--- src/design/hbk_pkg.sv ---
// ----------------------------------------------------------------------------
// hbk_pkg: shared types and tables for the boot keyboard report differ
// Holds the report and job formats, the event format and the key code ROMs.
// ----------------------------------------------------------------------------
package hbk_pkg;

   // usage codes carried by one boot report
   localparam int MAX_KEYS    = 6;
   // candidate event slots per job: modifier bits, then presses, then releases
   localparam int MOD_BITS    = 8;
   localparam int SLOT_COUNT  = MOD_BITS + 2 * MAX_KEYS;
   localparam int SLOT_IDX_W  = $clog2(SLOT_COUNT);
   localparam int PRESS_BASE  = MOD_BITS;
   localparam int REL_BASE    = MOD_BITS + MAX_KEYS;

   typedef struct packed {
      logic                          slot_is_keyboard;
      logic [7:0]                    modifier_bits;
      logic [MAX_KEYS-1:0][7:0]      key_codes;
   } report_type;

   typedef struct packed {
      logic [3:0]                    mods;
      logic [SLOT_COUNT-1:0]         mask;
      logic [SLOT_COUNT-1:0]         pressed;
      logic [SLOT_COUNT-1:0][7:0]    keys;
   } job_type;

   typedef struct packed {
      logic [7:0]                    event_key;
      logic                          event_pressed;
      logic [3:0]                    event_mods;
      logic                          event_last;
   } event_type;

   // fold the modifier byte: ctrl, shift, alt from either side, left gui as caps
   function automatic logic [3:0] fold_mods(input logic [7:0] m);
      fold_mods = {m[3], m[2] | m[6], m[1] | m[5], m[0] | m[4]};
   endfunction

   // key numbers for modifier bits, gui bits give zero
   function automatic logic [7:0] mod_key(input logic [2:0] bit_idx);
      logic [7:0] k;
      unique case (bit_idx)
         3'd0:    k = 8'd29;
         3'd1:    k = 8'd42;
         3'd2:    k = 8'd56;
         3'd3:    k = 8'd0;
         3'd4:    k = 8'd97;
         3'd5:    k = 8'd54;
         3'd6:    k = 8'd100;
         default: k = 8'd0;
      endcase
      return k;
   endfunction

   // hid usage code to key number, zero when unmapped
   function automatic logic [7:0] usage_key(input logic [7:0] code);
      logic [7:0] k;
      unique case (code)
         8'h04: k = 8'd30;   8'h05: k = 8'd48;   8'h06: k = 8'd46;   8'h07: k = 8'd32;
         8'h08: k = 8'd18;   8'h09: k = 8'd33;   8'h0A: k = 8'd34;   8'h0B: k = 8'd35;
         8'h0C: k = 8'd23;   8'h0D: k = 8'd36;   8'h0E: k = 8'd37;   8'h0F: k = 8'd38;
         8'h10: k = 8'd50;   8'h11: k = 8'd49;   8'h12: k = 8'd24;   8'h13: k = 8'd25;
         8'h14: k = 8'd16;   8'h15: k = 8'd19;   8'h16: k = 8'd31;   8'h17: k = 8'd20;
         8'h18: k = 8'd22;   8'h19: k = 8'd47;   8'h1A: k = 8'd17;   8'h1B: k = 8'd45;
         8'h1C: k = 8'd21;   8'h1D: k = 8'd44;   8'h1E: k = 8'd2;    8'h1F: k = 8'd3;
         8'h20: k = 8'd4;    8'h21: k = 8'd5;    8'h22: k = 8'd6;    8'h23: k = 8'd7;
         8'h24: k = 8'd8;    8'h25: k = 8'd9;    8'h26: k = 8'd10;   8'h27: k = 8'd11;
         8'h28: k = 8'd28;   8'h29: k = 8'd1;    8'h2A: k = 8'd14;   8'h2B: k = 8'd15;
         8'h2C: k = 8'd57;   8'h2D: k = 8'd12;   8'h2E: k = 8'd13;   8'h2F: k = 8'd26;
         8'h30: k = 8'd27;   8'h31: k = 8'd43;   8'h33: k = 8'd39;   8'h34: k = 8'd40;
         8'h35: k = 8'd41;   8'h36: k = 8'd51;   8'h37: k = 8'd52;   8'h38: k = 8'd53;
         8'h39: k = 8'd58;   8'h3A: k = 8'd59;   8'h3B: k = 8'd60;   8'h3C: k = 8'd61;
         8'h3D: k = 8'd62;   8'h3E: k = 8'd63;   8'h3F: k = 8'd64;   8'h40: k = 8'd65;
         8'h41: k = 8'd66;   8'h42: k = 8'd67;   8'h43: k = 8'd68;   8'h44: k = 8'd87;
         8'h45: k = 8'd88;   8'h49: k = 8'd110;  8'h4A: k = 8'd102;  8'h4B: k = 8'd104;
         8'h4C: k = 8'd111;  8'h4D: k = 8'd107;  8'h4E: k = 8'd109;  8'h4F: k = 8'd106;
         8'h50: k = 8'd105;  8'h51: k = 8'd108;  8'h52: k = 8'd103;
         default: k = 8'd0;
      endcase
      return k;
   endfunction

endpackage

--- src/design/hbk_job_queue.sv ---
// ----------------------------------------------------------------------------
// hbk_job_queue: two-entry job queue
// Decouples report intake from event emission.
// ----------------------------------------------------------------------------
module hbk_job_queue (
   input  logic             clock,
   input  logic             reset,
   input  logic             push,
   input  hbk_pkg::job_type push_job,
   input  logic             pop,
   output logic             full,
   output logic             empty,
   output hbk_pkg::job_type head
);
   import hbk_pkg::*;

   job_type    entry_ff [2];
   logic       wr_ptr_ff;
   logic       wr_ptr_in;
   logic       rd_ptr_ff;
   logic       rd_ptr_in;
   logic [1:0] count_ff;
   logic [1:0] count_in;
   logic       do_push;
   logic       do_pop;

   assign full    = (count_ff == 2'd2);
   assign empty   = (count_ff == 2'd0);
   assign head    = entry_ff[rd_ptr_ff];
   assign do_push = push && !full;
   assign do_pop  = pop && !empty;

   // pointer and occupancy update
   always_comb begin
      wr_ptr_in = wr_ptr_ff ^ do_push;
      rd_ptr_in = rd_ptr_ff ^ do_pop;
      count_in  = count_ff + {1'b0, do_push} - {1'b0, do_pop};
   end

   always_ff @(posedge clock) begin
      if (reset) begin
         wr_ptr_ff <= 1'b0;
         rd_ptr_ff <= 1'b0;
         count_ff  <= 2'd0;
      end else begin
         wr_ptr_ff <= wr_ptr_in;
         rd_ptr_ff <= rd_ptr_in;
         count_ff  <= count_in;
      end
   end

   // entry storage
   always_ff @(posedge clock) begin
      if (do_push) begin
         entry_ff[wr_ptr_ff] <= push_job;
      end
   end

endmodule

--- config.mk ---
export PLATFORM = sky130hd
export DESIGN_NAME = hbk_job_queue
export DESIGN_NICKNAME = d
export VERILOG_FILES = /design/src/design/hbk_pkg.sv /design/src/design/hbk_job_queue.sv
export SDC_FILE = /design/constraint.sdc
export NUM_CORES = 1
export LEC_CHECK = 0
export ABC_AREA = 1
export BUFFER_PORTS_ARGS = -buffer_cell sky130_fd_sc_hd__buf_2
export CAP_MARGIN = 10
export CELL_PAD_IN_SITES_DETAIL_PLACEMENT = 1
export CELL_PAD_IN_SITES_GLOBAL_PLACEMENT = 1
export CORE_ASPECT_RATIO = 1.75
export CORE_MARGIN = 4
export CORE_UTILIZATION = 45
export CTS_CLUSTER_SIZE = 16
export DETAILED_ROUTE_END_ITERATION = 8
export PLACE_DENSITY = 0.78
export SYNTH_ARGS = -nofsm -noshare
export SYNTH_HDL_FRONTEND = slang
export SYNTH_SLANG_ARGS = --single-unit
--- constraint.sdc ---
create_clock -name clock -period 8.42 [get_ports clock]
set_clock_uncertainty 0.1 [all_clocks]
set_input_delay 1.684 -clock clock [delete_from_list [all_inputs] [get_ports clock]]
set_output_delay 1.684 -clock clock [all_outputs]
set_load 0.01 [all_outputs]
==> results.md <==
* Core ar. at roughly 34000 um^2
* Top cell type's share of synthesized area at around four fifths
* Worst VDD drop at around 220 uV
* Max-slew violations at 0
* Top Ports at between 400 and 500
* # DRC at 0
* Crit path max fanout at 50
* Pre-antenna DRT Iters at 4
* Starting density of the core at about 46%
* Antenna viol nets, final at 0
* H-tree Lvls at 2
* Crit path cell chain: buf_4 -> mux2_2 -> buf_2
* Final nets at 1319
* 1st-iter DRT viols at 292
* Via count at slightly below 8k
* Post-synthesis cell area at 15500 um^2
* Warnings from Yosys at 0
* Hold crit path type: flip-flop to flip-flop
* Post-synthesis mux area share at a little under a fifth
* Skew-Pair Late Insertion Delay at between 0.5 and 0.6 ns
* CTS sink count at between 400 and 500
* DIE AREA at between 30000 and 40000 um^2
* Post-place setup slack at around 4.0 ns
* Final worst setup slack at between 3 and 4 ns
* DR WL/cell at ~23 um
* Worst Max-Slew Pin Slew at around 1 ns
* Setup slack, reg-to-reg at 5.31 ns
* CTS tree: done
* Final WL at 36800 um
* Min Hold Slack at between 0.5 and 0.6 ns
* Fill count at around 3.2k
* Setup crit end kind: output port
* Fraction of layout cells with a size suffix above 1 at 60.2%
* Yosys top cell by area: edfxtp_1
* Final Cycle Share at between 50 and 60%
* Cells taking the most area after synthesis: edfxtp_1, mux2_4, mux2_2
* # setup viols final at 0
* Synth Area in Adders at 0.322%
* CP peak stage delay at 0.89 ns
* Crit path buf inv count at 2
* Chip Width at around 150 um
* Clock buffer depth at 3
* Sequential element share of the synthesized area at 79.4%
* Leak at about 7.4 nW
* Port Buffer Count at about 410
* RSZ-0062 raised after global routing: no
* Rel. slew slack at between 30% and 40%
* Max_cap viols at 0
* Die height at 254 um
* Synth Area in XOR/XNOR at 0%
* Routability cong. at 0.759
* Hold Buf Count CTS at 0
* Vias/cell at 4.90
* Syn avg cell area at between 20 and 25 um^2
* Total Routing Usage GR at about a fifth
* Yosys reg bits at 412
* Most common cell after layout, fill and taps aside: buf_2
* Hold Fails Final Rpt at 0
* Pwr dens at 311 nW/um^2
* Initial antenna violation count at 17
* Clk root buf: clkbuf_16
* Worst Path Arrival at approximately 2.9 ns
* Tmin final at roughly 4.7 ns
* Worst-path clk slew at 0.07 ns
* Row count at 89
* Pin count of the biggest net entering global routing at between 100 and 150
* Most frequent cells in the layout: buf_2, edfxtp_1, mux2_4
* Setup tns final at 0 ns
* Detailed Place HPWL at 25900 um
* Largest family of logic cells by synthesized area: multiplexers
* Status: complete, no violations
* CP max stage cell: dfxtp_4
* CP Class: flip-flop to output port
* Syn Nets at a little under 900
* CP startpoint kind: flip-flop
* Post-CTS Setup Bufs at 0
* Simple-Gate Fraction of Synth Area at less than 1%
* CP top delay family: buffers and inverters
* CTS Buf Count at 38
* Synth Area in Compound Gates at 0.0645%
* Worst Path Required at about 6.6 ns
* Area growth from synthesis to layout at 24.3%
* Vias in the first global route at 8935
* Syn Inst Count at 670
* Final Power at around 6 mW
* Congestion Overflow GR at 0
* Netlist cell types at 13
* First-pass GRT wire length at about 53000 um
* Post_cts resized at 0
* Max frequency at ~210 MHz
[worst min-delay path, stage by stage (launching register included)]
cell and delay (ns):
dfxtp_1 0.34, inv_1 0.10, ha_4 0.13, nor2_1 0.03
[synthesized netlist by cell type]
| cell | n |
|---|---|
| nand2_1 | 5 |
| ha_1 | 4 |
| buf_6 | 17 |
| mux2_2 | 66 |
| buf_2 | 6 |
| a21oi_1 | 1 |
| nor2_1 | 8 |
| inv_1 | 10 |
| o21ai_0 | 1 |
| dfxtp_1 | 4 |
| nand3_1 | 2 |
| edfxtp_1 | 408 |
| mux2_4 | 138 |
[area by class of cell]
cell class	count	area [um^2]	share of cell area [%]
Sequential cell	412	12300	63.9
Multi-Input combinational cell	225	2960	15.3
Timing Repair Buffer	420	2140	11.1
Clock buffer	47	1050	5.44
Tap cell	455	569	2.95
Clock inverter	20	158	0.817
Inverter	10	37.5	0.195
Antenna cell	15	37.5	0.195
[metrics by stage]
step | instance area [um^2] | instances | utilization, %
2_1_floorplan | 15500 | 670 | -
3_3_place_gp | 18000 | 1522 | 53.3
3_5_place_dp | 18000 | 1522 | 53.3
4_1_cts | 19300 | 1589 | 56.9
5_1_grt | 19300 | 1604 | 57.0
6_report | 19300 | 1604 | 57.0
[sequential cells by signal, indices dropped and copies added (netlist names)]
name       cells
entry_ff     408
count_ff       2
rd_ptr_ff      1
wr_ptr_ff      1
[cells by family after synthesis]
kind of cell,after synthesis
simple gates,15
flops,412
compound gates,2
mux,204
fa+ha+maj,4
buf+inv,33
[per-layer routing]
metal	up-vias	part of all wire, %	track usage [%]
met5	-	0.060	0
met4	4	4.3	9.19
met3	81	7.2	5.53
met2	323	57	35.7
met1	3915	32	18.5
li1	3534	-	-
[final timing paths]
kind | startpoint | to | cells past startpoint
hold reg to reg | wr_ptr_ff | wr_ptr_ff | 3
setup / recovery | rd_ptr_ff | head[28] | 3
setup reg to reg | count_ff[1] | entry_ff[1][33] | 6
hold / removal | wr_ptr_ff | wr_ptr_ff | 3
[power by group]
group          leakage (nW)  switching, mW  internal (mW)
Clock                 0.585          0.713          0.948
Sequential             3.84          0.119           2.67
Combinational          3.01          0.815          0.731
Note: power is estimated with default switching activity, not from simulation.
