## src/design/hbk_pkg.sv

```systemverilog
// ----------------------------------------------------------------------------
// hbk_pkg: shared types and tables for the boot keyboard report differ
// Holds the report and job formats, the event format and the key code ROMs.
// ----------------------------------------------------------------------------
package hbk_pkg;

   // usage codes carried by one boot report
   localparam int MAX_KEYS    = 6;
   // candidate event slots per job: modifier bits, then presses, then releases
   localparam int MOD_BITS    = 8;
   localparam int SLOT_COUNT  = MOD_BITS + 2 * MAX_KEYS;
   localparam int SLOT_IDX_W  = $clog2(SLOT_COUNT);
   localparam int PRESS_BASE  = MOD_BITS;
   localparam int REL_BASE    = MOD_BITS + MAX_KEYS;

   typedef struct packed {
      logic                          slot_is_keyboard;
      logic [7:0]                    modifier_bits;
      logic [MAX_KEYS-1:0][7:0]      key_codes;
   } report_type;

   typedef struct packed {
      logic [3:0]                    mods;
      logic [SLOT_COUNT-1:0]         mask;
      logic [SLOT_COUNT-1:0]         pressed;
      logic [SLOT_COUNT-1:0][7:0]    keys;
   } job_type;

   typedef struct packed {
      logic [7:0]                    event_key;
      logic                          event_pressed;
      logic [3:0]                    event_mods;
      logic                          event_last;
   } event_type;

   // fold the modifier byte: ctrl, shift, alt from either side, left gui as caps
   function automatic logic [3:0] fold_mods(input logic [7:0] m);
      fold_mods = {m[3], m[2] | m[6], m[1] | m[5], m[0] | m[4]};
   endfunction

   // key numbers for modifier bits, gui bits give zero
   function automatic logic [7:0] mod_key(input logic [2:0] bit_idx);
      logic [7:0] k;
      unique case (bit_idx)
         3'd0:    k = 8'd29;
         3'd1:    k = 8'd42;
         3'd2:    k = 8'd56;
         3'd3:    k = 8'd0;
         3'd4:    k = 8'd97;
         3'd5:    k = 8'd54;
         3'd6:    k = 8'd100;
         default: k = 8'd0;
      endcase
      return k;
   endfunction

   // hid usage code to key number, zero when unmapped
   function automatic logic [7:0] usage_key(input logic [7:0] code);
      logic [7:0] k;
      unique case (code)
         8'h04: k = 8'd30;   8'h05: k = 8'd48;   8'h06: k = 8'd46;   8'h07: k = 8'd32;
         8'h08: k = 8'd18;   8'h09: k = 8'd33;   8'h0A: k = 8'd34;   8'h0B: k = 8'd35;
         8'h0C: k = 8'd23;   8'h0D: k = 8'd36;   8'h0E: k = 8'd37;   8'h0F: k = 8'd38;
         8'h10: k = 8'd50;   8'h11: k = 8'd49;   8'h12: k = 8'd24;   8'h13: k = 8'd25;
         8'h14: k = 8'd16;   8'h15: k = 8'd19;   8'h16: k = 8'd31;   8'h17: k = 8'd20;
         8'h18: k = 8'd22;   8'h19: k = 8'd47;   8'h1A: k = 8'd17;   8'h1B: k = 8'd45;
         8'h1C: k = 8'd21;   8'h1D: k = 8'd44;   8'h1E: k = 8'd2;    8'h1F: k = 8'd3;
         8'h20: k = 8'd4;    8'h21: k = 8'd5;    8'h22: k = 8'd6;    8'h23: k = 8'd7;
         8'h24: k = 8'd8;    8'h25: k = 8'd9;    8'h26: k = 8'd10;   8'h27: k = 8'd11;
         8'h28: k = 8'd28;   8'h29: k = 8'd1;    8'h2A: k = 8'd14;   8'h2B: k = 8'd15;
         8'h2C: k = 8'd57;   8'h2D: k = 8'd12;   8'h2E: k = 8'd13;   8'h2F: k = 8'd26;
         8'h30: k = 8'd27;   8'h31: k = 8'd43;   8'h33: k = 8'd39;   8'h34: k = 8'd40;
         8'h35: k = 8'd41;   8'h36: k = 8'd51;   8'h37: k = 8'd52;   8'h38: k = 8'd53;
         8'h39: k = 8'd58;   8'h3A: k = 8'd59;   8'h3B: k = 8'd60;   8'h3C: k = 8'd61;
         8'h3D: k = 8'd62;   8'h3E: k = 8'd63;   8'h3F: k = 8'd64;   8'h40: k = 8'd65;
         8'h41: k = 8'd66;   8'h42: k = 8'd67;   8'h43: k = 8'd68;   8'h44: k = 8'd87;
         8'h45: k = 8'd88;   8'h49: k = 8'd110;  8'h4A: k = 8'd102;  8'h4B: k = 8'd104;
         8'h4C: k = 8'd111;  8'h4D: k = 8'd107;  8'h4E: k = 8'd109;  8'h4F: k = 8'd106;
         8'h50: k = 8'd105;  8'h51: k = 8'd108;  8'h52: k = 8'd103;
         default: k = 8'd0;
      endcase
      return k;
   endfunction

endpackage

```

## src/design/hbk_back.sv

```systemverilog
// ----------------------------------------------------------------------------
// hbk_back: event emitter
// Takes one job at a time and sends its valid slots in slot order through an
// output register, one event per cycle if not stalled, to the per-report cap.
// ----------------------------------------------------------------------------
module hbk_back #(
   parameter int EVENT_QUEUE_DEPTH = 16
) (
   input  logic               clock,
   input  logic               reset,
   input  logic               job_valid,
   input  hbk_pkg::job_type   job,
   output logic               pop,
   output logic               rsp_valid,
   input  logic               rsp_ready,
   output hbk_pkg::event_type rsp_event
);
   import hbk_pkg::*;

   localparam int CW = $clog2(EVENT_QUEUE_DEPTH);
   localparam logic [CW-1:0] LAST_COUNT = CW'(EVENT_QUEUE_DEPTH - 2);

   job_type               cur_ff;
   job_type               cur_in;
   logic                  busy_ff;
   logic                  busy_in;
   logic [CW-1:0]         count_ff;
   logic [CW-1:0]         count_in;
   logic                  rsp_valid_ff;
   logic                  rsp_valid_in;
   event_type             rsp_event_ff;
   event_type             rsp_event_in;
   logic [SLOT_COUNT-1:0] low_bit;
   logic [SLOT_COUNT-1:0] remaining;
   logic [SLOT_IDX_W-1:0] idx;
   logic                  out_free;
   logic                  emit;
   logic                  last;

   assign out_free = !rsp_valid_ff || rsp_ready;
   assign emit     = busy_ff && out_free;
   assign pop      = !busy_ff && job_valid;

   // next slot to send
   always_comb begin
      low_bit   = cur_ff.mask & (~cur_ff.mask + 1'b1);
      remaining = cur_ff.mask & ~low_bit;
      idx       = '0;
      for (int s = 0; s < SLOT_COUNT; s++) begin
         if (low_bit[s]) begin
            idx = idx | SLOT_IDX_W'(s);
         end
      end
      last = (remaining == '0) || (count_ff == LAST_COUNT);
   end

   // job load and slot walk
   always_comb begin
      cur_in       = cur_ff;
      busy_in      = busy_ff;
      count_in     = count_ff;
      rsp_valid_in = rsp_valid_ff;
      rsp_event_in = rsp_event_ff;
      if (rsp_ready) begin
         rsp_valid_in = 1'b0;
      end
      if (pop) begin
         cur_in   = job;
         busy_in  = 1'b1;
         count_in = '0;
      end
      if (emit) begin
         cur_in.mask                = remaining;
         count_in                   = count_ff + 1'b1;
         busy_in                    = !last;
         rsp_valid_in               = 1'b1;
         rsp_event_in.event_key     = cur_ff.keys[idx];
         rsp_event_in.event_pressed = cur_ff.pressed[idx];
         rsp_event_in.event_mods    = cur_ff.mods;
         rsp_event_in.event_last    = last;
      end
   end

   always_ff @(posedge clock) begin
      if (reset) begin
         busy_ff      <= 1'b0;
         count_ff     <= '0;
         rsp_valid_ff <= 1'b0;
      end else begin
         busy_ff      <= busy_in;
         count_ff     <= count_in;
         rsp_valid_ff <= rsp_valid_in;
      end
   end

   // payload registers
   always_ff @(posedge clock) begin
      cur_ff       <= cur_in;
      rsp_event_ff <= rsp_event_in;
   end

   assign rsp_valid = rsp_valid_ff;
   assign rsp_event = rsp_event_ff;

endmodule

```

## config.mk

```make
export PLATFORM = sky130hd
export DESIGN_NAME = hbk_back
export DESIGN_NICKNAME = d
export VERILOG_FILES = /design/src/design/hbk_pkg.sv /design/src/design/hbk_back.sv
export SDC_FILE = /design/constraint.sdc
export NUM_CORES = 1
export LEC_CHECK = 0
export BUFFER_PORTS_ARGS = -buffer_cell sky130_fd_sc_hd__buf_2
export CAP_MARGIN = 20
export CORE_ASPECT_RATIO = 0.6
export CORE_MARGIN = 10
export CORE_UTILIZATION = 48
export CTS_CLUSTER_SIZE = 8
export DETAILED_ROUTE_END_ITERATION = 8
export PLACE_DENSITY_LB_ADDON = 0.15
export REMOVE_ABC_BUFFERS = 1
export SKIP_CTS_REPAIR_TIMING = 1
export SLEW_MARGIN = 20
export SYNTH_ARGS = -nofsm -noshare
export SYNTH_HDL_FRONTEND = slang
export SYNTH_SLANG_ARGS = --single-unit
```

## constraint.sdc

```tcl
create_clock -name clock -period 12.86 [get_ports clock]
set_input_delay 3.858 -clock clock [delete_from_list [all_inputs] [get_ports clock]]
set_output_delay 3.858 -clock clock [all_outputs]
set_load 0.02 [all_outputs]
```

==> results.sh <==
export IMPL_synth_seq_area_share=0.709
export IMPL_cp_max_fo=76
export IMPL_endpoint_kind="output port"
export IMPL_criticalPathCategory="primary input to output port"
export IMPL_start_kind="primary input"
export IMPL_cp_arrival_ns=4.92
export IMPL_clk_path_buf_depth=3
export IMPL_ant_nets=0
export IMPL_wl_per_cell_um=21.7
export IMPL_crit_required_ns=9.00
export IMPL_fin_worst_skew_ns=0.0124
export IMPL_cts_buffers=31
export IMPL_vias_per_cell=5.40
export IMPL_max_freq_mhz=114
export IMPL_routed_wl_um=23300
export IMPL_intPower_mw=1.40
export IMPL_power_leakage_nw=4.31
export IMPL_dp_hpwl_um=16200
export IMPL_grt_setup_unrepaired="false"
export IMPL_reg2reg_slack_ns=8.54
export IMPL_num_vias=5785
export IMPL_grt_max_degree=77
export IMPL_diodes=0
export IMPL_hold_depth=0
export IMPL_die_height_um=128
export IMPL_path_clk_slew_ns=0.05
export IMPL_nets=1002
export IMPL_seqPwrFrac=0.488
export IMPL_r2r_end="rsp_event[11]"
export IMPL_min_path_type="flop to flop"
export IMPL_fin_util=0.603
export IMPL_period_minus_slack_ns=8.78
export IMPL_max_slew_margin_rel=0.292
export IMPL_drive_gt1_frac=0.359
export IMPL_ys_seq_elements=224
export IMPL_p_total_mw=1.82
export IMPL_drc_errors=0
export IMPL_pwr_share_comb=0.119
export IMPL_ys_types=58
export IMPL_htree_levels=1
export IMPL_avgSynthCellArea_um2=16.8
export IMPL_irDropWorstVdd_mv=0.110
export IMPL_hold_start="cur_ff[200]"
export IMPL_switching_power_mw=0.421
export IMPL_period_share=0.682
export IMPL_maxSlewViolCount=0
export IMPL_coreArea_um2=19100
export IMPL_clk_latency_ns=0.54
export IMPL_timing_rr_start="cur_ff[181]"
export IMPL_die_area_um2=25800
export IMPL_grt_overflow=0
export IMPL_cts_tree="yes"
export IMPL_io_buffers=223
export IMPL_tightest_slew_ns=1.06
export IMPL_clock_power_share=0.393
export IMPL_switching_share=0.232
export IMPL_grt_usage=0.174
export IMPL_rr_worst_depth=9
export IMPL_grt_pass1_vias=6091
export IMPL_io_pins=224
export IMPL_synth_edf_count=218
export IMPL_netlist_area_um2=9410
export IMPL_grt_pass1_wl_um=35400
export IMPL_outcome="complete, no violations"
export IMPL_place_congestion=0.865
export IMPL_drtIter0Drc=460
export IMPL_area_delta_synth_final_pct=22.6
export IMPL_fin_hold_ws_ns=0.428
export IMPL_start_util=0.492
export IMPL_setup_viol=0
export IMPL_hold_viol=0
export IMPL_antenna_found_initial=1
export IMPL_synth_flop_cell="edfxtp_1"
export IMPL_setup_tns_final_ns=0
export IMPL_p_per_area_nw_per_um2=158
export IMPL_max_cap_viol_count=0
export IMPL_hold_path_end="rsp_event[1]"
export IMPL_synthArstFlopShare=0
export IMPL_die_w_um=201
export IMPL_row_count=39
export IMPL_cts_root_buffer="clkbuf_16"
export IMPL_synth_cells=559
export IMPL_cts_sinks=224
export IMPL_ys_warn_count=0
export IMPL_first_pass_iters=6
flip-flops by register name, summed over array words and instances, names as in the netlist:
name,flops
cur_ff,204
busy_ff,1
rsp_event,14
rsp_valid,1
count_ff,4
metrics by stage:
step / worst slack, ns / cells / instance area, um^2
after CTS: 4.07 / 1072 / 11500
after global placement: 4.11 / 1025 / 10700
after detailed placement: 4.07 / 1025 / 10700
final: 4.08 / 1072 / 11500
after floorplan: 1.09 / 531 / 9180
after global routing: 3.97 / 1072 / 11500
placed cells by master, fill, tap and decap left out, drive strengths merged, types with 11 or more instances in the layout:
cell,Yosys,layout
nand2,19,19
buf,21,228
a211oi,19,19
a32o,11,11
nor3,16,16
clkbuf,7,46
mux2,19,19
nor2,17,17
edfxtp,218,218
mux2i,117,117
synth_stat cells, drive strengths merged (7+ instances only):
master	number	share of area
edfxtp	218	0.70
mux2i	117	0.12
buf	21	0.021
a211oi	19	0.015
mux2	19	0.023
nand2	19	0.0076
nor2	17	0.0068
nor3	16	0.0096
a32o	11	0.012
a21oi	10	0.0057
o21ai	10	0.0053
a221oi	9	0.0084
clkbuf	7	0.0029
inv	7	0.0028
worst max path at each step:
| stage | startpoint | end | depth (start not counted) |
|---|---|---|---|
| CTS | job_valid | pop | 4 |
| finish | job_valid | pop | 4 |
| detailed placement | job_valid | pop | 4 |
| global placement | job_valid | pop | 4 |
| global route | job_valid | pop | 4 |
| floorplan | job_valid | pop | 2 |
power by group through the flow:
stage | registers (mW) | clock network, mW | logic [mW]
2_1_floorplan | 0.904 | 0 | 0.135
3_3_place_gp | 0.897 | 0 | 0.213
3_5_place_dp | 0.899 | 0 | 0.219
4_1_cts | 0.886 | 0.731 | 0.220
5_1_grt | 0.891 | 0.761 | 0.237
6_report | 0.886 | 0.714 | 0.216
worst max-delay path: stages:
cell and delay, ns:
buf_2 0.09, nand2_1 0.15, inv_6 0.51, buf_2 0.29
per-layer routing:
metal | track usage | wire length, um
met1 | 0.255 | 11000
met2 | 0.255 | 10200
met3 | 0.0424 | 1710
met4 | 0.0403 | 353
met5 | 0 | 13
cell type report:
class | instances | area, um^2
Multi-Input combinational cell | 299 | 2490
Tap cell | 266 | 333
Inverter | 8 | 35.0
Timing Repair Buffer | 228 | 1150
Clock buffer | 46 | 832
Sequential cell | 224 | 6670
Fill cell | 1507 | 7600
Clock inverter | 1 | 20.0
cell families after synthesis:
family	after synthesis	share of synthesized area
compound gates	78	0.0633
xor+xnor	1	0.000931
fa+ha+maj	3	0.00372
buf+inv	36	0.0274
flops	224	0.709
mux	136	0.147
simple gates	81	0.0486
Power figures use the tool's default switching activity.
